===== src/design/ffd_pkg.sv =====
`timescale 1ns / 1ps
// Shared constants for the feedback frame deframer: status codes, register
// indexes and beat layouts. No dependencies.
package ffd_pkg;

	localparam int unsigned POS_W    = 5;
	localparam int unsigned BYTE_W   = 8;
	localparam int unsigned WORD_W   = 32;
	localparam int unsigned STATUS_W = 2;
	localparam int unsigned CFG_IDX_W = 1;

	// status codes, in check order
	localparam logic [STATUS_W-1:0] ST_OK           = 2'd0;
	localparam logic [STATUS_W-1:0] ST_BAD_HEADER   = 2'd1;
	localparam logic [STATUS_W-1:0] ST_BAD_COMMAND  = 2'd2;
	localparam logic [STATUS_W-1:0] ST_BAD_CHECKSUM = 2'd3;

	// configuration register indexes
	localparam logic [CFG_IDX_W-1:0] REG_HEADER  = 1'd0;
	localparam logic [CFG_IDX_W-1:0] REG_COMMAND = 1'd1;

	// byte positions inside a frame
	localparam logic [POS_W-1:0] POS_HEADER     = 5'd0;
	localparam logic [POS_W-1:0] POS_COMMAND    = 5'd1;
	localparam logic [POS_W-1:0] POS_LEFT       = 5'd2;
	localparam logic [POS_W-1:0] POS_RIGHT      = 5'd6;
	localparam logic [POS_W-1:0] POS_BATTERY    = 5'd10;
	localparam logic [POS_W-1:0] POS_FAULT      = 5'd14;

	// result beat layout, highest bit first
	localparam int unsigned RES_BITS = STATUS_W + 3 * WORD_W + BYTE_W;
	localparam int unsigned RES_TDATA_W = ((RES_BITS + 7) / 8) * 8;

	typedef struct packed {
		logic [BYTE_W-1:0]   fault_value;
		logic [WORD_W-1:0]   battery_bits;
		logic [WORD_W-1:0]   right_distance_bits;
		logic [WORD_W-1:0]   left_distance_bits;
		logic [STATUS_W-1:0] status;
	} result_t;

endpackage


===== src/design/feedback_frame_deframer_top.sv =====
`timescale 1ns / 1ps
// Feedback frame deframer: byte stream in, one decoded result beat per frame.
// Depends on ffd_pkg for status codes, register indexes and the result layout.
//
// Usage:
//   Input channel (s_*): one frame byte per beat in s_tdata, with s_tuser set on
//   byte 0 of a frame. A start beat drops any partial frame. Beats outside a
//   frame are dropped silently.
//   Output channel (m_*): one beat per complete frame of FRAME_BYTES bytes,
//   sent when the checksum byte is taken. Status reports the first failing
//   check (header, command, checksum); on failure all data fields are zero.
//   Config channel (cfg_*): always ready; write header/command compare values
//   only while the block is idle.
// Timing: one byte per cycle sustained while s_tready is high. The result appears in the
//   cycle after the checksum beat is accepted, held in the single result register.
// Stall: the result register parts the two sides, so payload beats keep flowing
//   while a result waits; only a beat arriving while the open frame sits at its
//   checksum position is held back until the earlier result is taken
//   (s_tready = !m_tvalid || m_tready || not at the checksum position).
// Reset: clears the frame tracker, the result valid and both compare values;
//   the block is ready in the first cycle after reset.
module feedback_frame_deframer_top #(
	parameter int unsigned FRAME_BYTES = 25
) (
	input  logic clk,
	input  logic arst_n,

	// input bytes
	input  logic        s_tvalid,
	output logic        s_tready,
	input  logic [7:0]  s_tdata,   // [7:0] data_byte
	input  logic        s_tuser,   // [0] frame_start

	// results
	output logic        m_tvalid,
	input  logic        m_tready,
	// [1:0] status, [33:2] left_distance_bits, [65:34] right_distance_bits,
	// [97:66] battery_bits, [105:98] fault_value, [111:106] zero
	output logic [ffd_pkg::RES_TDATA_W-1:0] m_tdata,

	// configuration writes
	input  logic                           cfg_valid,
	output logic                           cfg_ready,
	input  logic [ffd_pkg::CFG_IDX_W-1:0]  cfg_index,
	input  logic [ffd_pkg::BYTE_W-1:0]     cfg_data
);

	localparam logic [ffd_pkg::POS_W-1:0] LAST_POS = ffd_pkg::POS_W'(FRAME_BYTES - 1);

	// configuration
	logic [7:0] hdr_q;
	logic [7:0] cmd_q;

	// frame tracker
	logic [ffd_pkg::POS_W-1:0]    pos_q;
	logic                         in_frame_q;
	logic [7:0]                   sum_q;
	logic [ffd_pkg::STATUS_W-1:0] fail_q;
	logic [31:0]                  left_q;
	logic [31:0]                  right_q;
	logic [31:0]                  batt_q;
	logic [7:0]                   fault_q;

	// result register
	logic                 res_valid_q;
	ffd_pkg::result_t     res_q;

	// frame state as seen by this beat (start resets it first)
	logic [ffd_pkg::POS_W-1:0]    base_pos;
	logic                         base_in_frame;
	logic [7:0]                   base_sum;
	logic [ffd_pkg::STATUS_W-1:0] base_fail;
	logic [31:0]                  base_left;
	logic [31:0]                  base_right;
	logic [31:0]                  base_batt;
	logic [7:0]                   base_fault;

	logic [ffd_pkg::STATUS_W-1:0] nxt_fail;
	logic [31:0]                  nxt_left;
	logic [31:0]                  nxt_right;
	logic [31:0]                  nxt_batt;
	logic [7:0]                   nxt_fault;

	logic                 in_acc;
	logic                 is_last;
	logic [1:0]           lane;
	logic [ffd_pkg::POS_W-1:0] lane_off;
	ffd_pkg::result_t     res_d;

	assign cfg_ready = 1'b1;
	// Hold input only when the next beat could end a frame while a result waits.
	assign s_tready  = !res_valid_q || m_tready || !(in_frame_q && pos_q == LAST_POS);
	assign in_acc    = s_tvalid && s_tready;

	// Configuration writes.
	always_ff @(posedge clk or negedge arst_n) begin
		if (!arst_n) begin
			hdr_q <= '0;
			cmd_q <= '0;
		end else if (cfg_valid && cfg_ready) begin
			case (cfg_index)
				ffd_pkg::REG_HEADER:  hdr_q <= cfg_data;
				ffd_pkg::REG_COMMAND: cmd_q <= cfg_data;
				default: ;
			endcase
		end
	end

	// Start of frame: open a fresh frame before looking at this byte.
	always_comb begin
		if (s_tuser) begin
			base_pos      = '0;
			base_in_frame = 1'b1;
			base_sum      = '0;
			base_fail     = ffd_pkg::ST_OK;
			base_left     = '0;
			base_right    = '0;
			base_batt     = '0;
			base_fault    = '0;
		end else begin
			base_pos      = pos_q;
			base_in_frame = in_frame_q;
			base_sum      = sum_q;
			base_fail     = fail_q;
			base_left     = left_q;
			base_right    = right_q;
			base_batt     = batt_q;
			base_fault    = fault_q;
		end
	end

	// The three words are 4 bytes apart, so the lane is the offset from the
	// left word's first byte, modulo 4.
	assign lane_off = base_pos - ffd_pkg::POS_LEFT;
	assign lane     = lane_off[1:0];
	assign is_last  = (base_pos == LAST_POS);

	// Per-byte checks and field capture.
	always_comb begin
		nxt_fail  = base_fail;
		nxt_left  = base_left;
		nxt_right = base_right;
		nxt_batt  = base_batt;
		nxt_fault = base_fault;
		if (is_last) begin
			if (s_tdata != base_sum && base_fail == ffd_pkg::ST_OK)
				nxt_fail = ffd_pkg::ST_BAD_CHECKSUM;
		end else if (base_pos == ffd_pkg::POS_HEADER && s_tdata != hdr_q) begin
			if (base_fail == ffd_pkg::ST_OK)
				nxt_fail = ffd_pkg::ST_BAD_HEADER;
		end else if (base_pos == ffd_pkg::POS_COMMAND && s_tdata != cmd_q) begin
			if (base_fail == ffd_pkg::ST_OK)
				nxt_fail = ffd_pkg::ST_BAD_COMMAND;
		end else if (base_pos >= ffd_pkg::POS_LEFT && base_pos < ffd_pkg::POS_RIGHT) begin
			nxt_left[{lane, 3'b000} +: 8] = s_tdata;
		end else if (base_pos >= ffd_pkg::POS_RIGHT && base_pos < ffd_pkg::POS_BATTERY) begin
			nxt_right[{lane, 3'b000} +: 8] = s_tdata;
		end else if (base_pos >= ffd_pkg::POS_BATTERY && base_pos < ffd_pkg::POS_FAULT) begin
			nxt_batt[{lane, 3'b000} +: 8] = s_tdata;
		end else if (base_pos == ffd_pkg::POS_FAULT) begin
			nxt_fault = s_tdata;
		end
	end

	// Result of the checksum beat; zero the data fields on any failure.
	always_comb begin
		res_d.status = nxt_fail;
		if (nxt_fail == ffd_pkg::ST_OK) begin
			res_d.left_distance_bits  = base_left;
			res_d.right_distance_bits = base_right;
			res_d.battery_bits        = base_batt;
			res_d.fault_value         = base_fault;
		end else begin
			res_d.left_distance_bits  = '0;
			res_d.right_distance_bits = '0;
			res_d.battery_bits        = '0;
			res_d.fault_value         = '0;
		end
	end

	// Frame tracker: advance on every accepted beat inside a frame, drop the rest.
	always_ff @(posedge clk or negedge arst_n) begin
		if (!arst_n) begin
			pos_q      <= '0;
			in_frame_q <= 1'b0;
			sum_q      <= '0;
			fail_q     <= ffd_pkg::ST_OK;
			left_q     <= '0;
			right_q    <= '0;
			batt_q     <= '0;
			fault_q    <= '0;
		end else if (in_acc && base_in_frame) begin
			if (is_last) begin
				pos_q      <= '0;
				in_frame_q <= 1'b0;
			end else begin
				pos_q      <= base_pos + 1'b1;
				in_frame_q <= 1'b1;
				sum_q      <= base_sum + s_tdata;
				fail_q     <= nxt_fail;
				left_q     <= nxt_left;
				right_q    <= nxt_right;
				batt_q     <= nxt_batt;
				fault_q    <= nxt_fault;
			end
		end
	end

	// Result register: load on the checksum beat, clear when taken.
	always_ff @(posedge clk or negedge arst_n) begin
		if (!arst_n) begin
			res_valid_q <= 1'b0;
		end else if (in_acc && base_in_frame && is_last) begin
			res_valid_q <= 1'b1;
		end else if (m_tready) begin
			res_valid_q <= 1'b0;
		end
	end

	always_ff @(posedge clk) begin
		if (in_acc && base_in_frame && is_last)
			res_q <= res_d;
	end

	assign m_tvalid = res_valid_q;
	assign m_tdata  = {{(ffd_pkg::RES_TDATA_W - ffd_pkg::RES_BITS){1'b0}}, res_q};

	// A failed frame never carries captured data.
	a_fail_zero: assert property (@(posedge clk) disable iff (!arst_n)
		(res_valid_q && res_q.status != ffd_pkg::ST_OK) |->
		(res_q.left_distance_bits == '0 && res_q.right_distance_bits == '0 &&
		 res_q.battery_bits == '0 && res_q.fault_value == '0))
		else $error("failed frame result carries data");

	// The checksum beat of an open frame always produces a result.
	a_last_gives_result: assert property (@(posedge clk) disable iff (!arst_n)
		(in_acc && base_in_frame && is_last) |=> res_valid_q)
		else $error("frame end without result");

	// Position stays inside the frame.
	a_pos_range: assert property (@(posedge clk) disable iff (!arst_n)
		pos_q <= LAST_POS)
		else $error("byte position beyond frame end");

	// Outside a frame the position is parked at zero.
	a_idle_pos: assert property (@(posedge clk) disable iff (!arst_n)
		!in_frame_q |-> (pos_q == '0))
		else $error("byte position not cleared outside a frame");

	// A beat outside a frame without start leaves the tracker untouched.
	a_drop_stray: assert property (@(posedge clk) disable iff (!arst_n)
		(in_acc && !s_tuser && !in_frame_q) |=> (!in_frame_q && pos_q == '0))
		else $error("stray beat opened a frame");

endmodule

===== config.mk =====
export PLATFORM = sky130hd
export DESIGN_NAME = feedback_frame_deframer_top
export DESIGN_NICKNAME = d
export VERILOG_FILES = /design/src/design/ffd_pkg.sv /design/src/design/feedback_frame_deframer_top.sv
export SDC_FILE = /design/constraint.sdc
export NUM_CORES = 1
export LEC_CHECK = 0
export BUFFER_PORTS_ARGS = -buffer_cell sky130_fd_sc_hd__buf_2
export CORE_ASPECT_RATIO = 0.75
export CORE_MARGIN = 2
export CORE_UTILIZATION = 63
export DETAILED_ROUTE_END_ITERATION = 7
export PLACE_DENSITY = 0.81
export SLEW_MARGIN = 15
export SYNTH_ARGS = -nofsm -noshare
export SYNTH_HDL_FRONTEND = slang
export SYNTH_SLANG_ARGS = --single-unit

===== constraint.sdc =====
create_clock -name clk -period 17.51 [get_ports clk]
set_input_delay 1.751 -clock clk [delete_from_list [all_inputs] [get_ports clk]]
set_output_delay 1.751 -clock clk [all_outputs]
set_load 0.01 [all_outputs]

# ---- Yosys cells after proc, flatten, opt, wreduce, memory -nomap -nowiden
# Cells that the tools add are included.
dict set report word_totals {
  register_bits 243
  input_bits 23
  word_cells 97
}
dict set report op_classes {
  add_sub_neg 4
  magnitude_cmp 6
  eq_ne 7
  n_shift 2
  mux 39
  bitwise 2
  reduce_logical 21
}
# operator count
set ops {}
lappend ops {{$mux W32} 15}
lappend ops {{$bwmux W32} 3}
lappend ops {{$mux W8} 8}
lappend ops {{$shift A8 B7 Y32 const A} 1}
lappend ops {{$shiftx A8 B7 Y32} 1}
lappend ops {{$ne A8 B8 Y1} 3}
lappend ops {{$mux W2} 7}
lappend ops {{$eq A5 B5 Y1 const B} 2}
lappend ops {{$logic_and A1 B1 Y1} 10}
lappend ops {{$lt A5 B4 Y1 const B} 2}
lappend ops {{$mux W5} 2}
lappend ops {{$add A8 B8 Y8} 1}
lappend ops {{$neg A5 Y7} 1}
lappend ops {{$reduce_and A2 Y1} 3}
lappend ops {{$add A5 B1 Y5 const B} 1}
lappend ops {{$eq A5 B1 Y1 const B} 1}
lappend ops {{$eq A5 B4 Y1 const B} 1}
lappend ops {{$ge A5 B2 Y1 const B} 1}
lappend ops {{$ge A5 B3 Y1 const B} 1}
lappend ops {{$ge A5 B4 Y1 const B} 1}
lappend ops {{$logic_not A5 Y1} 1}
lappend ops {{$lt A5 B3 Y1 const B} 1}
lappend ops {{$logic_not A2 Y1} 2}
lappend ops {{$mux W1} 4}
lappend ops {{5 further kinds} 8}

# ---- Longest topological paths before layout
dict set report logic_depth {
  depth_word 10
  ltp_mapped 13
  ltp_nobuf 9
}

# ---- Least setup slack after synthesis
# Ideal clock, no wire load.
dict set report synth_timing {
  kind {input -> register}
  start {input s_tuser}
  end {register res_q (netlist bit m_tdata[0]) (enable)}
  t_arrival_ns 7.460
  required_time_ns 16.938
  slack_ns 9.478
  stages 7
  cell_sequence {buf_2 nand2b_1 clkbuf_1 ha_1 nand4b_1 nand2b_1 nor2_1}
}
dict set report synth_between {
  elab_chain_cells 3
  elab_cells_between_ends 5
  cone_classes {eq/ne (1); mux (2); reduce/logical (2)}
}
# element line_no
set synth_rtl {}
lappend synth_rtl {{start: declaration} feedback_frame_deframer_top.sv:32} ;# input logic s_tuser,
lappend synth_rtl {{$mux W5 / $mux W1 (equally long branches)} feedback_frame_deframer_top.sv:111} ;# if (s_tuser) begin
lappend synth_rtl {{$eq A5 B5 Y1 / $logic_and A1 B1 Y1 (equally long branches)} {feedback_frame_deframer_top.sv:136, feedback_frame_deframer_top.sv:221}}
lappend synth_rtl {{$logic_and A1 B1 Y1 (*)} feedback_frame_deframer_top.sv:221} ;# if (in_acc && base_in_frame && is_last)
lappend synth_rtl {{end signal: assignment} feedback_frame_deframer_top.sv:222} ;# res_q <= res_d;
lappend synth_rtl {{end: declaration} feedback_frame_deframer_top.sv:66} ;# ffd_pkg::result_t res_q;
# Every way passes the cells marked *; elsewhere a longest branch is shown, timed or not.
# A chain may end at the register's enable or synchronous reset.

# ---- Final worst setup path
dict set report layout_timing {
  start {input s_tuser}
  end {register res_q (netlist bit m_tdata[95]) (data pin)}
}
dict set report layout_between {
  elab_chain_cells 7
  elab_cells_between_ends 19
  cone_classes {eq/ne (3); mux (10); reduce/logical (6)}
}
# element line_no
set layout_rtl {}
lappend layout_rtl {{$mux W5 / $mux W2 (equally long branches)} feedback_frame_deframer_top.sv:111}
lappend layout_rtl {{$eq A5 B1 Y1 / $logic_not A2 Y1 (equally long branches)} -}
lappend layout_rtl {{$logic_and A1 B1 Y1 / $mux W2 (equally long branches)} {feedback_frame_deframer_top.sv:151, feedback_frame_deframer_top.sv:152}}
lappend layout_rtl {{$mux W2} feedback_frame_deframer_top.sv:151} ;# end else if (base_pos == ffd_pkg::POS_COMMAND && s_tdata != cmd_q) begin
lappend layout_rtl {{$mux W2} feedback_frame_deframer_top.sv:148} ;# end else if (base_pos == ffd_pkg::POS_HEADER && s_tdata != hdr_q) begin
lappend layout_rtl {{$mux W2} feedback_frame_deframer_top.sv:145} ;# if (is_last) begin
lappend layout_rtl {{$logic_not A2 Y1} feedback_frame_deframer_top.sv:168} ;# if (nxt_fail == ffd_pkg::ST_OK) begin
# Parallel ways exist; a longest one is shown, timed or not.

==> flow_metrics.env <==
export IMPL_setup_violations=0
export IMPL_antenna_left=0
export IMPL_ir_worst_vdd_v=0.00006106
export IMPL_io_buffers=130
export IMPL_gr_total_overflow=0
export IMPL_r2r_end="m_tdata[95]"
export IMPL_utilization=0.7148
export IMPL_status="completed"
export IMPL_tightest_slew_ns=1.048
export IMPL_synth_edf_count=106
export IMPL_power_mw=1.273
export IMPL_netlist_area_sq_mm=0.01134
export IMPL_cp_max_fo=61
export IMPL_path_buf_inv=3
export IMPL_powerDensity_mw_per_mm2=100.9
export IMPL_rows=42
export IMPL_synth_top_flop_cell="dfrtp_1"
export IMPL_synthDominantCellAreaShare=0.3023
export IMPL_async_flop_share=0.5638
export IMPL_path_delay_family="buffers and inverters"
export IMPL_drc_errors=0
export IMPL_cts_buffers=23
export IMPL_synthAdderAreaFrac=0.01611
export IMPL_fill_cells=1263
export IMPL_stdcell_area_sq_mm=0.01262
export IMPL_start_util=0.6424
export IMPL_cts_setup_buffers=0
export IMPL_antenna_found_initial=0
export IMPL_dr_pass1_iters=6
export IMPL_dp_hpwl_um=15250
export IMPL_hold_depth=2
export IMPL_viasPerCell=5.752
export IMPL_slowest_stage="buf_4"
export IMPL_criticalPathCategory="input pin to flip-flop"
export IMPL_synthDistinctLibCells=62
export IMPL_hold_path_endpoint="sum_q[2]"
export IMPL_wl_per_cell_um=18.32
export IMPL_ys_warn_count=0
export IMPL_fp_dieArea_sq_mm=0.01910
export IMPL_syn_to_final_growth_pct=11.27
export IMPL_synth_mux_area_frac=0.08748
export IMPL_die_w_um=158.9
export IMPL_ioPinCount=138
export IMPL_fin_skew_ns=0.01328
export IMPL_die_h_um=120.2
export IMPL_h_tree_depth=1
export IMPL_cts_root_buf="clkbuf_16"
export IMPL_clock_latency_ns=0.50
export IMPL_ys_seq_area_frac=0.5829
export IMPL_path_cells="buf_2 > inv_1 > nand2_1 > ha_1 > nand4b_1 > nand2b_1 > a31oi_1 > a221o_4 > buf_4 > nor3_1"
export IMPL_cts_max_path_buffers=3
export IMPL_yosys_area_top_type="dfrtp_1"
export IMPL_wl_um=24350
export IMPL_r2r_slack_ns=13.65
export IMPL_clock_sinks=243
export IMPL_cts_resized=0
export IMPL_r2r_start="pos_q[0]"
export IMPL_diodes=0
export IMPL_drt_iter0_markers=607
export IMPL_grt_use_total=0.2563
export IMPL_vias=7645
export IMPL_fin_crit_ns=5.158
export IMPL_grt_max_degree=83
export IMPL_worstPathArrival_ns=5.37
export IMPL_postCtsHoldBufs=0
export IMPL_synth_top_family_by_area="simple AND/OR/NAND/NOR gates"
export IMPL_drive_gt1_frac=0.2263
export IMPL_required_ns=17.72
export IMPL_synthTopCellsByArea="dfrtp_1 30%, edfxtp_1 28%, mux2i_1 7.1%"
export IMPL_rsz0062_at_grt="no"
export IMPL_min_path_type="flip-flop to flip-flop"
export IMPL_leakagePower_nw=4.846
export IMPL_hold_slack_ns=0.4804
export IMPL_synthSimpleGateAreaFrac=0.1552
export IMPL_min_delay_start="sum_q[2]"
export IMPL_synth_compound_area_share=0.05692
export IMPL_routabilityCongestion=0.8897
export IMPL_clkTransAtPathRegs_ns=0.06
export IMPL_coreArea_sq_mm=0.01766
export IMPL_reg2reg_depth=8
export IMPL_tns_ns=0
export IMPL_fin_nets=1108
export IMPL_grt_pass1_wl_um=38540
export IMPL_synth_area_per_cell_sq_um=11.57
export IMPL_cts_tree="built"
export IMPL_slew_limit_headroom=0.3014
export IMPL_fmax_mhz=193.9
export IMPL_slew_viol_final=0
export IMPL_postPlaceCellArea_sq_mm=0.01190
export IMPL_cpPeakStageDelay_ns=0.70
export IMPL_synth_seq_cells=243
export IMPL_endpoint_kind="flip-flop"
export IMPL_max_cap_viol_count=0
export IMPL_post_route_period_util=0.2945
export IMPL_netlist_instances=980
export IMPL_startpoint_type="input pin"
export IMPL_synthXorXnorAreaFrac=0.01853
export IMPL_grt_pass1_vias=7154
export IMPL_finalHoldViolCount=0
## layout make-up
class | instances | area, sq um | share of cell area
clock buffer | 30 | 621.8 | 0.04927
clock inverter | 11 | 83.83 | 0.006642
inverter | 117 | 439.2 | 0.03480
multi-input combinational | 548 | 3849 | 0.3049
sequential | 243 | 6611 | 0.5238
tap | 242 | 302.8 | 0.02399
timing repair buffer | 138 | 713.2 | 0.05651
## placed cells by master (no fill, tap or decap), types with 17 or more instances in the layout
cell       instances
dfrtp_1          137
nand2_1          131
buf_2            129
inv_1            117
edfxtp_1         106
mux2i_1           80
nor3_1            71
nor3_2            40
clkbuf_16         23
xnor2_1           21
nand3_1           19
mux2_2            17
## registers in the layout, indices dropped and copies added, names as in the netlist, 8 cells and up
register	flops
m_tdata	106
left_q	32
batt_q	32
right_q	32
sum_q	8
hdr_q	8
fault_q	8
cmd_q	8
## how the worst max path moves through the flow
stage | from | end | slack [ns] | cells after the start
after floorplan | s_tuser | m_tdata[0] | 9.48 | 7
after global placement | s_tuser | m_tdata[101] | 12.11 | 8
after detailed placement | s_tuser | m_tdata[100] | 12.00 | 9
after CTS | s_tuser | m_tdata[7] | 12.47 | 9
after global routing | s_tuser | m_tdata[33] | 12.12 | 10
final | s_tuser | m_tdata[95] | 12.35 | 10
## worst min-delay path: stages (launching register included)
cell and delay, ns:
dfrtp_1 0.34, nand2_1 0.04, o21ai_0 0.06
## cells by family (layout without fill, tap and decap cells)
group	after synthesis	count (layout)
XOR/XNOR	24	24
AND/OR/NAND/NOR	327	327
other	2	7
AO/OA/AOI/OAI	79	79
adder cells (fa/ha/maj)	14	14
buffers and inverters	194	296
multiplexers	97	97
flip-flops	243	243
## metal layers
metal  share of wire  vias to the layer above  track usage
li1                -                     3535            -
met1            0.45                     3750       0.3922
met2            0.45                      316       0.3884
met3           0.073                       44      0.04357
met4           0.022                        0      0.06307
met5               0                        -            0
## power breakdown
part / switching (mW) / total (mW) / internal [mW]
clock network: 0.204 / 0.470 / 0.265
logic: 0.120 / 0.172 / 0.0517
registers: 0.0169 / 0.631 / 0.615
total: 0.342 / 1.27 / 0.932
## stage by stage
step                      worst slack, ns  cells
after floorplan                     9.478    985
after global placement              12.11   1288
after detailed placement            12.00   1288
after CTS                           12.47   1329
after global routing                12.12   1329
final                               12.35   1329
## synthesized netlist by cell type (3+ instances only)
library cell	count
a21oi_1	8
a22o_1	8
a32o_1	9
and3_1	8
buf_1	5
buf_2	28
buf_4	11
buf_6	17
clkbuf_1	16
dfrtp_1	137
edfxtp_1	106
ha_1	13
inv_1	117
mux2_2	17
mux2i_1	80
nand2_1	131
nand2b_1	4
nand3_1	19
nand4_1	5
nor2_1	14
nor2b_1	10
nor3_1	71
nor3_2	40
nor4_1	10
o211ai_1	8
o21ai_0	12
o311ai_0	6
o31ai_1	5
xnor2_1	21
xor2_1	3
Note: power is estimated with default switching activity, not from simulation.
